===== src/bpe_pkg.sv =====
// Shared types and constants for the bit-plane extraction packer.
// No dependencies; imported by bpe_front, bpe_back and the top level.
package bpe_pkg;

  localparam int ADDR_W          = 5;
  localparam int DATA_W          = 32;
  localparam int QUEUE_DEPTH_DEF = 4;
  localparam int OUT_DEPTH_DEF   = 2;
  localparam int NUM_SLOTS       = 4;

  // Channel positions inside the pixel word.
  localparam int ALPHA_LSB = 24;
  localparam int RED_LSB   = 16;
  localparam int GREEN_LSB = 8;
  localparam int BLUE_LSB  = 0;

  typedef enum logic [2:0] {
    REG_ALPHA_MASK    = 3'd0,
    REG_RED_MASK      = 3'd1,
    REG_GREEN_MASK    = 3'd2,
    REG_BLUE_MASK     = 3'd3,
    REG_LSB_FIRST     = 3'd4,
    REG_CHANNEL_ORDER = 3'd5
  } reg_idx_t;

  typedef enum logic [2:0] {
    ORD_RGB = 3'd0,
    ORD_RBG = 3'd1,
    ORD_GBR = 3'd2,
    ORD_GRB = 3'd3,
    ORD_BRG = 3'd4,
    ORD_BGR = 3'd5
  } ord_t;

  typedef enum logic [2:0] {
    STEP_A   = 3'd0,
    STEP_C1  = 3'd1,
    STEP_C2  = 3'd2,
    STEP_C3  = 3'd3,
    STEP_PAD = 3'd4
  } step_t;

  typedef struct packed {
    logic [7:0] alpha_mask;
    logic [7:0] red_mask;
    logic [7:0] green_mask;
    logic [7:0] blue_mask;
    logic       lsb_first;
    logic [2:0] channel_order;
  } cfg_t;

  // One channel's selected bits, first emitted bit in bit 7.
  typedef struct packed {
    logic [7:0] bits;
    logic [3:0] cnt;
  } slot_t;

  typedef struct packed {
    slot_t [NUM_SLOTS-1:0] slot;
    logic                  fe;
  } entry_t;

  typedef struct packed {
    logic [7:0] data;
    logic       last;
    logic       done;
  } res_t;

  typedef struct packed {
    logic       head_pop;
    logic       out_push;
    logic [2:0] level;
  } bk_ctl_t;

endpackage


===== src/bpe_fifo.sv =====
// Small synchronous queue of register slots, used between front and back
// and in front of the result ports. Depends on nothing but its parameters.
module bpe_fifo #(
  parameter int WIDTH = 8,
  parameter int DEPTH = 2
) (
  input  logic             clk,
  input  logic             rst,
  input  logic             push,
  input  logic [WIDTH-1:0] wdata,
  output logic             full,
  input  logic             pop,
  output logic [WIDTH-1:0] rdata,
  output logic             empty
);

  localparam int PW = (DEPTH > 1) ? $clog2(DEPTH) : 1;
  localparam int CW = $clog2(DEPTH + 1);

  logic [WIDTH-1:0] mem [DEPTH];
  logic [PW-1:0]    wr_ptr, wr_ptr_next;
  logic [PW-1:0]    rd_ptr, rd_ptr_next;
  logic [CW-1:0]    count, count_next;
  logic             do_push, do_pop;

  assign full    = (count == CW'(DEPTH));
  assign empty   = (count == '0);
  assign do_push = push && !full;
  assign do_pop  = pop && !empty;
  assign rdata   = mem[rd_ptr];

  always_comb begin
    wr_ptr_next = wr_ptr;
    rd_ptr_next = rd_ptr;
    count_next  = count;
    if (do_push) begin
      wr_ptr_next = (wr_ptr == PW'(DEPTH - 1)) ? '0 : wr_ptr + 1'b1;
    end
    if (do_pop) begin
      rd_ptr_next = (rd_ptr == PW'(DEPTH - 1)) ? '0 : rd_ptr + 1'b1;
    end
    case ({do_push, do_pop})
      2'b10:   count_next = count + 1'b1;
      2'b01:   count_next = count - 1'b1;
      default: count_next = count;
    endcase
  end

  always_ff @(posedge clk) begin
    if (rst) begin
      wr_ptr <= '0;
      rd_ptr <= '0;
      count  <= '0;
    end else begin
      wr_ptr <= wr_ptr_next;
      rd_ptr <= rd_ptr_next;
      count  <= count_next;
    end
  end

  always_ff @(posedge clk) begin
    if (do_push) begin
      mem[wr_ptr] <= wdata;
    end
  end

endmodule


===== src/bpe_front.sv =====
// Front end: splits a pixel into alpha and the ordered colour channels and
// compacts the masked bits of each. Depends on bpe_pkg.
module bpe_front
  import bpe_pkg::*;
(
  input  cfg_t        cfg,
  input  logic [31:0] pixel_word,
  input  logic        frame_end,
  output entry_t      entry
);

  // Gather the enabled bits in walk order, first one into bit 7.
  function automatic slot_t compact(logic [7:0] v, logic [7:0] m, logic lsb);
    slot_t      r;
    logic [3:0] idx;
    logic [2:0] pos;
    r.bits = '0;
    idx    = '0;
    for (int j = 0; j < 8; j++) begin
      pos = lsb ? 3'(j) : 3'(7 - j);
      if (m[pos]) begin
        r.bits[3'd7 - idx[2:0]] = v[pos];
        idx = idx + 4'd1;
      end
    end
    r.cnt = idx;
    return r;
  endfunction

  logic [7:0] a_v, r_v, g_v, b_v;
  slot_t      a_s, r_s, g_s, b_s;

  assign a_v = pixel_word[ALPHA_LSB +: 8];
  assign r_v = pixel_word[RED_LSB   +: 8];
  assign g_v = pixel_word[GREEN_LSB +: 8];
  assign b_v = pixel_word[BLUE_LSB  +: 8];

  assign a_s = compact(a_v, cfg.alpha_mask, cfg.lsb_first);
  assign r_s = compact(r_v, cfg.red_mask,   cfg.lsb_first);
  assign g_s = compact(g_v, cfg.green_mask, cfg.lsb_first);
  assign b_s = compact(b_v, cfg.blue_mask,  cfg.lsb_first);

  always_comb begin
    entry.fe      = frame_end;
    entry.slot[0] = a_s;
    case (ord_t'(cfg.channel_order))
      ORD_RGB: begin
        entry.slot[1] = r_s; entry.slot[2] = g_s; entry.slot[3] = b_s;
      end
      ORD_RBG: begin
        entry.slot[1] = r_s; entry.slot[2] = b_s; entry.slot[3] = g_s;
      end
      ORD_GBR: begin
        entry.slot[1] = g_s; entry.slot[2] = b_s; entry.slot[3] = r_s;
      end
      ORD_GRB: begin
        entry.slot[1] = g_s; entry.slot[2] = r_s; entry.slot[3] = b_s;
      end
      ORD_BRG: begin
        entry.slot[1] = b_s; entry.slot[2] = r_s; entry.slot[3] = g_s;
      end
      ORD_BGR: begin
        entry.slot[1] = b_s; entry.slot[2] = g_s; entry.slot[3] = r_s;
      end
      default: begin
        // Unknown order: alpha only.
        entry.slot[1] = '0; entry.slot[2] = '0; entry.slot[3] = '0;
      end
    endcase
  end

endmodule


===== src/bpe_back.sv =====
// Back end: while a pixel waits and the result queue has room, merges one channel slot a cycle
// into the bit accumulator and emits completed bytes, plus the padded byte at frame end. Uses bpe_pkg.
module bpe_back
  import bpe_pkg::*;
(
  input  logic    clk,
  input  logic    rst,
  input  entry_t  head,
  input  logic    head_valid,
  input  logic    out_full,
  output res_t    res,
  output bk_ctl_t ctl
);

  step_t      step, step_next;
  logic [6:0] acc, acc_next;
  logic [2:0] cnt, cnt_next;

  slot_t       cur;
  logic [14:0] w;
  logic [3:0]  t;
  logic [14:0] wsh;
  logic [14:0] pad_w;
  logic [5:0]  rest;
  logic [5:0]  rem;
  logic        go;
  logic        emit;
  logic        ch_last;

  always_comb begin
    cur   = head.slot[step[1:0]];
    w     = (15'(acc) << cur.cnt) | (15'(cur.bits) >> (4'd8 - cur.cnt));
    t     = 4'(cnt) + cur.cnt;
    wsh   = w >> t[2:0];
    emit  = t[3];
    pad_w = 15'(acc) << (4'd8 - 4'(cnt));
    rest  = '0;
    for (int k = 0; k < NUM_SLOTS; k++) begin
      if (k > int'(step[1:0])) begin
        rest = rest + 6'(head.slot[k].cnt);
      end
    end
    rem     = rest + 6'(t[2:0]);
    ch_last = (rem < 6'd8) && !(head.fe && (rem != '0));
    go      = head_valid && !out_full;

    step_next    = step;
    acc_next     = acc;
    cnt_next     = cnt;
    ctl.head_pop = 1'b0;
    ctl.out_push = 1'b0;
    ctl.level    = cnt;
    res.data     = wsh[7:0];
    res.last     = ch_last;
    res.done     = ch_last && head.fe;

    case (step)
      STEP_A, STEP_C1, STEP_C2, STEP_C3: begin
        if (go) begin
          ctl.out_push = emit;
          acc_next     = w[6:0] & ~(7'h7f << t[2:0]);
          cnt_next     = t[2:0];
          if (step == STEP_C3) begin
            if (head.fe && (t[2:0] != '0)) begin
              step_next = STEP_PAD;
            end else begin
              ctl.head_pop = 1'b1;
              step_next    = STEP_A;
            end
          end else begin
            step_next = step_t'(step + 3'd1);
          end
        end
      end
      STEP_PAD: begin
        res.data = pad_w[7:0];
        res.last = 1'b1;
        res.done = 1'b1;
        if (go) begin
          ctl.out_push = 1'b1;
          ctl.head_pop = 1'b1;
          acc_next     = '0;
          cnt_next     = '0;
          step_next    = STEP_A;
        end
      end
      default: step_next = STEP_A;
    endcase
  end

  always_ff @(posedge clk) begin
    if (rst) begin
      step <= STEP_A;
      acc  <= '0;
      cnt  <= '0;
    end else begin
      step <= step_next;
      acc  <= acc_next;
      cnt  <= cnt_next;
    end
  end

endmodule


===== src/bit_plane_extract_packer.sv =====
// Top level of the bit-plane extraction packer: config registers, front end,
// pixel queue, back-end packer and result queue. Depends on bpe_pkg and all
// bpe_* modules.
//
//   channel   handshake           payload
//   -------   -----------------   ------------------------------------
//   pixels    push / full         pixel_word[31:0], frame_end
//   results   pop / empty         packed_byte[7:0], run_last, frame_done
//   config    psel/penable/pwrite paddr[4:2] selects reg, pwdata/prdata
//
// The packer takes each pixel one channel slot at a time (alpha, then three
// colour slots), with a pad step when frame end leaves a partial byte; that
// channel-slot loop sets the rate. The front end compacts each pushed pixel
// into a queue of QUEUE_DEPTH entries, so input keeps flowing while bytes
// drain. Results leave through a queue of OUT_DEPTH entries; a full result
// queue stalls only the packer. Synchronous active-high reset clears all
// registers, both queues and the bit accumulator; there is no clearing pass.
module bit_plane_extract_packer
  import bpe_pkg::*;
#(
  parameter int QUEUE_DEPTH = QUEUE_DEPTH_DEF,
  parameter int OUT_DEPTH   = OUT_DEPTH_DEF
) (
  input  logic              clk,
  input  logic              rst,
  // pixel side
  input  logic              push,
  output logic              full,
  input  logic [31:0]       pixel_word,
  input  logic              frame_end,
  // result side
  input  logic              pop,
  output logic              empty,
  output logic [7:0]        packed_byte,
  output logic              run_last,
  output logic              frame_done,
  // register port
  input  logic              psel,
  input  logic              penable,
  input  logic              pwrite,
  input  logic [ADDR_W-1:0] paddr,
  input  logic [DATA_W-1:0] pwdata,
  output logic [DATA_W-1:0] prdata,
  output logic              pready
);

  cfg_t    cfg;
  entry_t  fr_entry;
  entry_t  head;
  logic    mid_empty;
  res_t    bk_res;
  res_t    out_res;
  logic    out_full;
  bk_ctl_t bk_ctl;
  logic    cfg_wr;

  // Register port: no wait states; decode on the word index.
  assign pready = 1'b1;
  assign cfg_wr = psel && penable && pwrite && pready;

  always_ff @(posedge clk) begin
    if (rst) begin
      cfg <= '0;
    end else if (cfg_wr) begin
      case (reg_idx_t'(paddr[4:2]))
        REG_ALPHA_MASK:    cfg.alpha_mask    <= pwdata[7:0];
        REG_RED_MASK:      cfg.red_mask      <= pwdata[7:0];
        REG_GREEN_MASK:    cfg.green_mask    <= pwdata[7:0];
        REG_BLUE_MASK:     cfg.blue_mask     <= pwdata[7:0];
        REG_LSB_FIRST:     cfg.lsb_first     <= pwdata[0];
        REG_CHANNEL_ORDER: cfg.channel_order <= pwdata[2:0];
        default: ;  // drop writes beyond the register list
      endcase
    end
  end

  always_comb begin
    case (reg_idx_t'(paddr[4:2]))
      REG_ALPHA_MASK:    prdata = DATA_W'(cfg.alpha_mask);
      REG_RED_MASK:      prdata = DATA_W'(cfg.red_mask);
      REG_GREEN_MASK:    prdata = DATA_W'(cfg.green_mask);
      REG_BLUE_MASK:     prdata = DATA_W'(cfg.blue_mask);
      REG_LSB_FIRST:     prdata = DATA_W'(cfg.lsb_first);
      REG_CHANNEL_ORDER: prdata = DATA_W'(cfg.channel_order);
      default:           prdata = '0;
    endcase
  end

  // Classify and compact the pixel in the cycle it arrives.
  bpe_front u_front (
    .cfg        (cfg),
    .pixel_word (pixel_word),
    .frame_end  (frame_end),
    .entry      (fr_entry)
  );

  // Hold compacted pixels until the packer gets to them.
  bpe_fifo #(
    .WIDTH ($bits(entry_t)),
    .DEPTH (QUEUE_DEPTH)
  ) u_mid_q (
    .clk   (clk),
    .rst   (rst),
    .push  (push),
    .wdata (fr_entry),
    .full  (full),
    .pop   (bk_ctl.head_pop),
    .rdata (head),
    .empty (mid_empty)
  );

  // Advance one channel slot per cycle while a pixel waits and results have room; emit at most one byte per cycle.
  bpe_back u_back (
    .clk        (clk),
    .rst        (rst),
    .head       (head),
    .head_valid (!mid_empty),
    .out_full   (out_full),
    .res        (bk_res),
    .ctl        (bk_ctl)
  );

  // Decouple the packer from result back-pressure.
  bpe_fifo #(
    .WIDTH ($bits(res_t)),
    .DEPTH (OUT_DEPTH)
  ) u_out_q (
    .clk   (clk),
    .rst   (rst),
    .push  (bk_ctl.out_push),
    .wdata (bk_res),
    .full  (out_full),
    .pop   (pop),
    .rdata (out_res),
    .empty (empty)
  );

  assign packed_byte = out_res.data;
  assign run_last    = out_res.last;
  assign frame_done  = out_res.done;

  // The packer never consumes a pixel that is not there.
  a_pop_has_head: assert property (@(posedge clk) disable iff (rst)
    bk_ctl.head_pop |-> !mid_empty)
    else $error("packer popped an empty pixel queue");

  // The packer never pushes into a full result queue.
  a_push_has_room: assert property (@(posedge clk) disable iff (rst)
    bk_ctl.out_push |-> !out_full)
    else $error("packer pushed into a full result queue");

  // Finishing a frame pixel leaves no pending bits behind.
  a_frame_flush: assert property (@(posedge clk) disable iff (rst)
    (bk_ctl.head_pop && head.fe) |=> (bk_ctl.level == '0))
    else $error("bits left pending after frame end");

  // The frame's final byte is always the last byte of its pixel.
  a_done_is_last: assert property (@(posedge clk) disable iff (rst)
    (!empty && frame_done) |-> run_last)
    else $error("frame_done without run_last");

endmodule


===== config.mk =====
export PLATFORM = sky130hd
export DESIGN_NAME = bit_plane_extract_packer
export DESIGN_NICKNAME = d
export VERILOG_FILES = /design/src/bpe_pkg.sv /design/src/bpe_fifo.sv /design/src/bpe_front.sv /design/src/bpe_back.sv /design/src/bit_plane_extract_packer.sv
export SDC_FILE = /design/constraint.sdc
export NUM_CORES = 1
export LEC_CHECK = 0
export ABC_CLOCK_PERIOD_IN_PS = 18700
export BUFFER_PORTS_ARGS = -buffer_cell sky130_fd_sc_hd__buf_2
export CORE_AREA = 3 3 240 242
export CTS_CLUSTER_DIAMETER = 120
export DETAILED_ROUTE_END_ITERATION = 7
export DIE_AREA = 0 0 243 245
export MAX_ROUTING_LAYER = met4
export SYNTH_ARGS = -nofsm -noshare
export SYNTH_HDL_FRONTEND = slang
export SYNTH_SLANG_ARGS = --single-unit

===== constraint.sdc =====
create_clock -name clk -period 18.7 [get_ports clk]
set_input_delay 0.935 -clock clk [delete_from_list [all_inputs] [get_ports clk]]
set_output_delay 0.935 -clock clk [all_outputs]
set_load 0.005 [all_outputs]

# Yosys cells after proc, flatten, opt, wreduce, memory -nomap -nowiden
# Memories as Yosys holds them, arrays and structs flattened. A register that Yosys moved wholly into a read port is not among the register bits.
# Cells that the tools add are included.
dict set report word_totals {
  regBits 60
  ramBits 216
  in_bits 77
  n_memories 2
}
# memory words width read_ports rd_ports_with_merged_regs write_ports line
set mem_list {}
lappend mem_list {u_mid_q.mem 4 49 1 1 1 bpe_fifo.sv:20} ;# logic [WIDTH-1:0] mem [DEPTH];
lappend mem_list {u_out_q.mem 2 10 1 1 1 bpe_fifo.sv:20}
dict set report classes {
  addsub 71
  n_lt_le_gt_ge 69
  eq_ne 24
  shift 5
  muxes 321
  n_bitwise 3
  n_reduce_logical 63
}
# op n
set op_table {}
lappend op_table {{8-bit bitwise mux} 28}
lappend op_table {{8-bit two-way mux} 28}
lappend op_table {{36-bit case mux with 6 select lines} 1}
lappend op_table {{1-bit binary-select mux with 3-bit select} 64}
lappend op_table {{3-bit by 4-bit less-than comparator with 1-bit output, second input constant} 36}
lappend op_table {{4-bit two-way mux} 29}
lappend op_table {{1-bit two-way mux} 110}
lappend op_table {{4-bit by 1-bit adder with 4-bit output, second input constant} 24}
lappend op_table {{1-bit demux with 3-bit select} 28}
lappend op_table {{3-bit by 1-bit greater-or-equal comparator with 1-bit output, second input constant} 28}
lappend op_table {{3-bit subtractor, first input constant} 24}
lappend op_table {{8-bit case mux with 6 select lines} 1}
lappend op_table {{1-bit logical AND} 39}
lappend op_table {{3-bit two-way mux} 13}
lappend op_table {{12-bit binary-select mux with 2-bit select} 1}
lappend op_table {{3-bit by 2-bit equality test with 1-bit output, second input constant} 6}
lappend op_table {{3-bit equality test, second input constant} 6}
lappend op_table {{3-bit case mux with 2 select lines} 3}
lappend op_table {{15-bit bitwise OR} 1}
lappend op_table {{7-bit by 4-bit << shifter with 15-bit output} 1}
lappend op_table {{15-bit by 3-bit >> shifter with 8-bit output} 1}
lappend op_table {{8-bit by 4-bit >> shifter with 15-bit output} 1}
lappend op_table {{7-bit two-way mux} 2}
lappend op_table {{7-bit case mux with 2 select lines} 1}
lappend op_table {{39 further kinds} 80}

# Depth between registers and ports, before layout
dict set report logic_depth {
  depth_word 24
  mapped_depth 37
  depth_no_buf 28
}

# Hierarchy
# From an unflattened synthesis, not the netlist that was laid out.
dict set report unflattened {
  hier_cells 2136
  hier_area_um2 21653.3
}
# mod n_inst cells_each area_per_inst_um2
set modules_own_cells {}
lappend modules_own_cells {bpe_front 1 1176 8099.0}
lappend modules_own_cells {{bpe_fifo at u_mid_q} 1 310 7567.3}
lappend modules_own_cells {bpe_back 1 404 3086.7}
lappend modules_own_cells {bit_plane_extract_packer 1 189 1958.1}
lappend modules_own_cells {{bpe_fifo at u_out_q} 1 57 942.2}

# Worst setup path before layout
# Ideal clock, no wire load.
dict set report synth_path {
  path_type {register -> register}
  start {register cfg[3] (netlist name)}
  end {memory u_mid_q.mem[0][39] in the netlist's numbering, data pin}
  setup_time_ns 0.226
  arrival_time_ns 7.582
  t_required_ns 18.474
  setup_slack_ns 10.892
  path_stages_with_launch 35
  n_path_buf 9
  path_cell_list {dfxtp_1 -> buf_4 -> buf_2 -> buf_2 -> buf_2 -> buf_2 -> buf_2 -> buf_2 -> buf_2 -> mux2i_1 -> inv_1 -> fa_1 -> ha_1 -> and2_1 -> a21oi_1 -> clkinv_1 -> ha_1 -> inv_1 -> a221oi_1 -> o22ai_1 -> inv_1 -> ha_1 -> nand2b_1 -> and2_1 -> clkinv_1 -> ha_1 -> nor2_1 -> a31oi_1 -> clkbuf_1 -> ha_1 -> nor2b_1 -> xnor2_1 -> nand2_1 -> and3_1 -> o32ai_1}
}
# item line
set synth_rtl {}
lappend synth_rtl {{end, declared} bpe_fifo.sv:20}

==> summary.md <==
| Metric | Value |
|---|---|
| Largest net degree at the start of global routing | `62` |
| Largest family of logic cells by synthesized area | `multiplexers` |
| CP most frequent cell | `ha_1` |
| Residual DRC | `0` |
| Pint | `1220 µW` |
| Post-synthesis xor/xnor area fraction | `3.95%` |
| Worst path arrival time | `around 9 ns` |
| Layout cells sized above 1 | `14.1%` |
| Area after DPL | `approximately 21000 µm²` |
| RSZ-0062 raised after global routing | `no` |
| Worst Hold Class | `register to register` |
| Post-Syn Instances | `roughly 2.0k` |
| Cts repair resizes | `0` |
| Worst clock skew | `0.0120 ns` |
| Hold slack | `0.514 ns` |
| PD cells | `80.6 nW/µm²` |
| Final Max Slew Viols | `0` |
| Vias in the first global route | `around 15k` |
| Syn-to-layout area delta | `8.89%` |
| Setup slack, reg-to-reg | `10.09 ns` |
| Status | `finished clean` |
| Seq pwr share | `~40%` |
| Synth cell types | `99` |
| Finished Layout Cells | `2824` |
| Clock root cell | `clkbuf_16` |
| Worst reg-to-reg path cell count | `25` |
| Endpoint, Worst Hold | `u_mid_q.wr_ptr[1]` |
| Fraction of the yosys area taken by sequential cells | `37.8%` |
| Mapped Area | `slightly above 20000 µm²` |
| Reg2reg end | `u_mid_q.mem[3][39]` |
| Area of the multi-input gates | `11900 µm²` |
| First-pass GRT wire length | `88000 µm` |
| R2R Path Start | `cfg[3]` |
| Io pins | `122` |
| Register area | `approximately 7800 µm²` |
| Placer Congestion | `0.900` |
| Synth Area in Simple Gates | `16.4%` |
| Top FF cell, synth | `edfxtp_1` |
| Antenna violations before repair | `0` |
| CP required | `around 19 ns` |
| GRT Resource Usage Total | `roughly a fifth` |
| Clock sinks | `about 280` |
| Least-Margin Pin Slew | `1.22 ns` |
| Worst path slowest cell | `fa_1` |
| FFs w/ async S/R, synth | `0%` |
| Mux contribution to synthesized area | `17.2%` |
| Buf/Inv on CP | `6` |
| P_sw | `between 500 and 600 µW` |
| DR pass1 iterations | `5` |
| Via density | `5.78` |
| Core footprint | `between 50000 and 60000 µm²` |
| Max Cap Viol | `0` |
| Peak Freq | `0.116 GHz` |
| Seq cells post-synth | `between 200 and 300` |
| Die area | `roughly 60000 µm²` |
| Hold Path Depth | `2` |
| Nets | `2195` |
| Die W | `approximately 240 µm` |
| Max incr delay on CP | `0.93 ns` |
| Clock Power Share | `32.0%` |
| Adder-Cell Fraction of Synth Area | `around 4.3%` |
| Final hold vios | `0` |
| Worst-skew pair later-pin latency | `0.56 ns` |
| Die height | `245 µm` |
| CTS tree | `yes` |
| H-tree levels | `1` |
| Final setup viols | `0` |
| Buffers added on ports | `70` |
| Post-CTS Setup Repair Bufs | `0` |
| Critical Path Fanout Max | `61` |
| Syn. warnings | `0` |
| Hold_sp | `u_mid_q.wr_ptr[1]` |
| Fin util | `40.3%` |
| Via count | `16.3k` |
| Post-route setup TNS | `0 ns` |
| CTS Buf Count | `30` |
| Final min period | `about 8.6 ns` |
| Clock tree buffer depth | `3` |
| DR iter-0 viols | `1418` |
| Final antenna-violating net count | `0` |
| Synth Area in Compound Gates | `15.6%` |
| Final instance area | `~22000 µm²` |
| Post-DP HPWL | `between 40000 and 50000 µm` |
| Crit share post-route | `46.1%` |
| CP delay by family, top | `adder cells` |
| Reg clk slew, reported paths | `0.06 ns` |
| Slew Limit Headroom | `17.7%` |
| Syn avg cell area | `10.0 µm²` |
| Number of synthesized flops with an enable pin | `216` |
| Setup crit start kind | `register` |
| Worst setup EP type | `register` |
| Total congestion overflow | `0` |
| CP Class | `register to register` |
| Post-cts hold buffer count | `0` |
| Initial core utilization | `a little under two fifths` |
| Per-cell routed wire length | `between 15 and 20 µm` |
| DRT Wirelength | `between 50000 and 60000 µm` |
| Sw frac | `approximately a third` |
| Comb pwr share | `27.7%` |
| Placed cell count | `2769` |
| # rows | `86` |
| Max VDD drop | `roughly 0.059 mV` |
| Leakage power | `roughly 0.008 µW` |
| Fill count | `5476` |
==> final cells by class <==
class                           instances  area share [%]
Timing Repair Buffer                   92            2.31
Tap cell                              748            4.19
Sequential cell                       279            34.8
Antenna cell                            1          0.0112
Clock inverter                         16           0.701
Clock buffer                           38            3.59
Multi-Input combinational cell       1574            53.1
Inverter                               76            1.28
==> how the worst max path moves through the flow <==
stage,startpoint,endpoint,slack (ns),cells past startpoint
after floorplan,cfg[3],u_mid_q.mem[0][39],10.89,34
after CTS,cfg[3],u_mid_q.mem[2][39],10.13,25
final,cfg[3],u_mid_q.mem[3][39],10.09,25
after global placement,cfg[3],u_mid_q.mem[0][39],10.33,25
after detailed placement,cfg[3],u_mid_q.mem[0][39],10.15,25
after global routing,cfg[3],u_mid_q.mem[3][39],9.49,25
==> synthesized netlist by cell type, drive strengths merged (11+ instances only) <==
cell	n	area, µm²
a22oi	28	210
nor4	11	68.8
a32oi	14	123
o21ai	103	516
ha	56	701
and3	24	150
a211oi	24	185
nand2b	20	125
a221oi	11	114
buf	65	415
mux4	56	1260
a21oi	67	339
edfxtp	216	6490
nand3b	17	128
xor2	16	148
inv	71	267
nor2b	34	213
nor3	58	307
dfxtp	63	1260
o211ai	25	193
mux2	65	732
and2	21	131
nand2	126	473
a21o	11	82.6
mux2i	150	1520
clkbuf	73	275
nand4	23	144
o22ai	32	200
a31oi	29	188
xnor2	48	435
nor2	182	688
nand3	119	596
==> power by group through the flow <==
stage	clock network [µW]	logic, µW	registers (µW)
floorplan	0	367	727
global placement	0	485	736
detailed placement	0	492	738
CTS	590	494	725
global route	612	545	728
finish	576	497	725
==> kinds of logic (layout without fill, tap and decap cells) <==
family / after synthesis / after routing
and+or+nand+nor: 678 / 678
adders and majority gates: 65 / 65
AOI/OAI and AO/OA: 461 / 461
muxes: 271 / 271
xor gates and xnor gates: 74 / 74
other: 2 / 26
buffers and inverters: 214 / 222
DFF: 279 / 279
==> state kept, by name, indices dropped and copies added, names as in the netlist, 3 cells and up, named ones only <==
register and count:
cfg 36, u_out_q.mem 20, u_mid_q.count 3, u_back.acc 7, u_back.cnt 3, u_back.step 3, u_mid_q.mem 196
==> tightest hold or removal path: cells and delay by family (launching register included) <==
kind,cells,cell delay (ns)
and+or+nand+nor,1,0.07
AOI/OAI and AO/OA,1,0.06
DFF,1,0.34
==> routing by layer <==
| layer | share of wire [%] | vias up | GRT usage [%] |
|---|---|---|---|
| li1 | - | 7814 | - |
| met5 | 0 | - | - |
| met1 | 45 | 7999 | 25.0 |
| met3 | 4.3 | 78 | 1.70 |
| met4 | 2.4 | 0 | 4.66 |
| met2 | 48 | 437 | 31.4 |
==> stage by stage <==
stage	setup WS [ns]	power [µW]
4_1_cts	10.13	1810
3_5_place_dp	10.15	1230
5_1_grt	9.49	1880
3_3_place_gp	10.33	1220
6_report	10.09	1800
2_1_floorplan	10.89	1090
==> cells in the final DEF, fill, tap and decap left out, drive strengths merged, types with 14 or more instances in the layout <==
master / instances
and2: 21
ha: 56
a22oi: 28
dfxtp: 63
xnor2: 48
conb: 25
nand2: 126
clkbuf: 38
nand3b: 17
a211oi: 24
nand2b: 20
and3: 24
mux4: 56
nor2b: 34
nor3: 58
inv: 71
a32oi: 14
o22ai: 32
a21oi: 67
nor2: 182
a31oi: 29
o211ai: 25
buf: 92
clkinv: 16
mux2: 65
mux2i: 150
nand3: 119
o21ai: 103
xor2: 16
nand4: 23
edfxtp: 216
(Power assumes the default switching activity.)
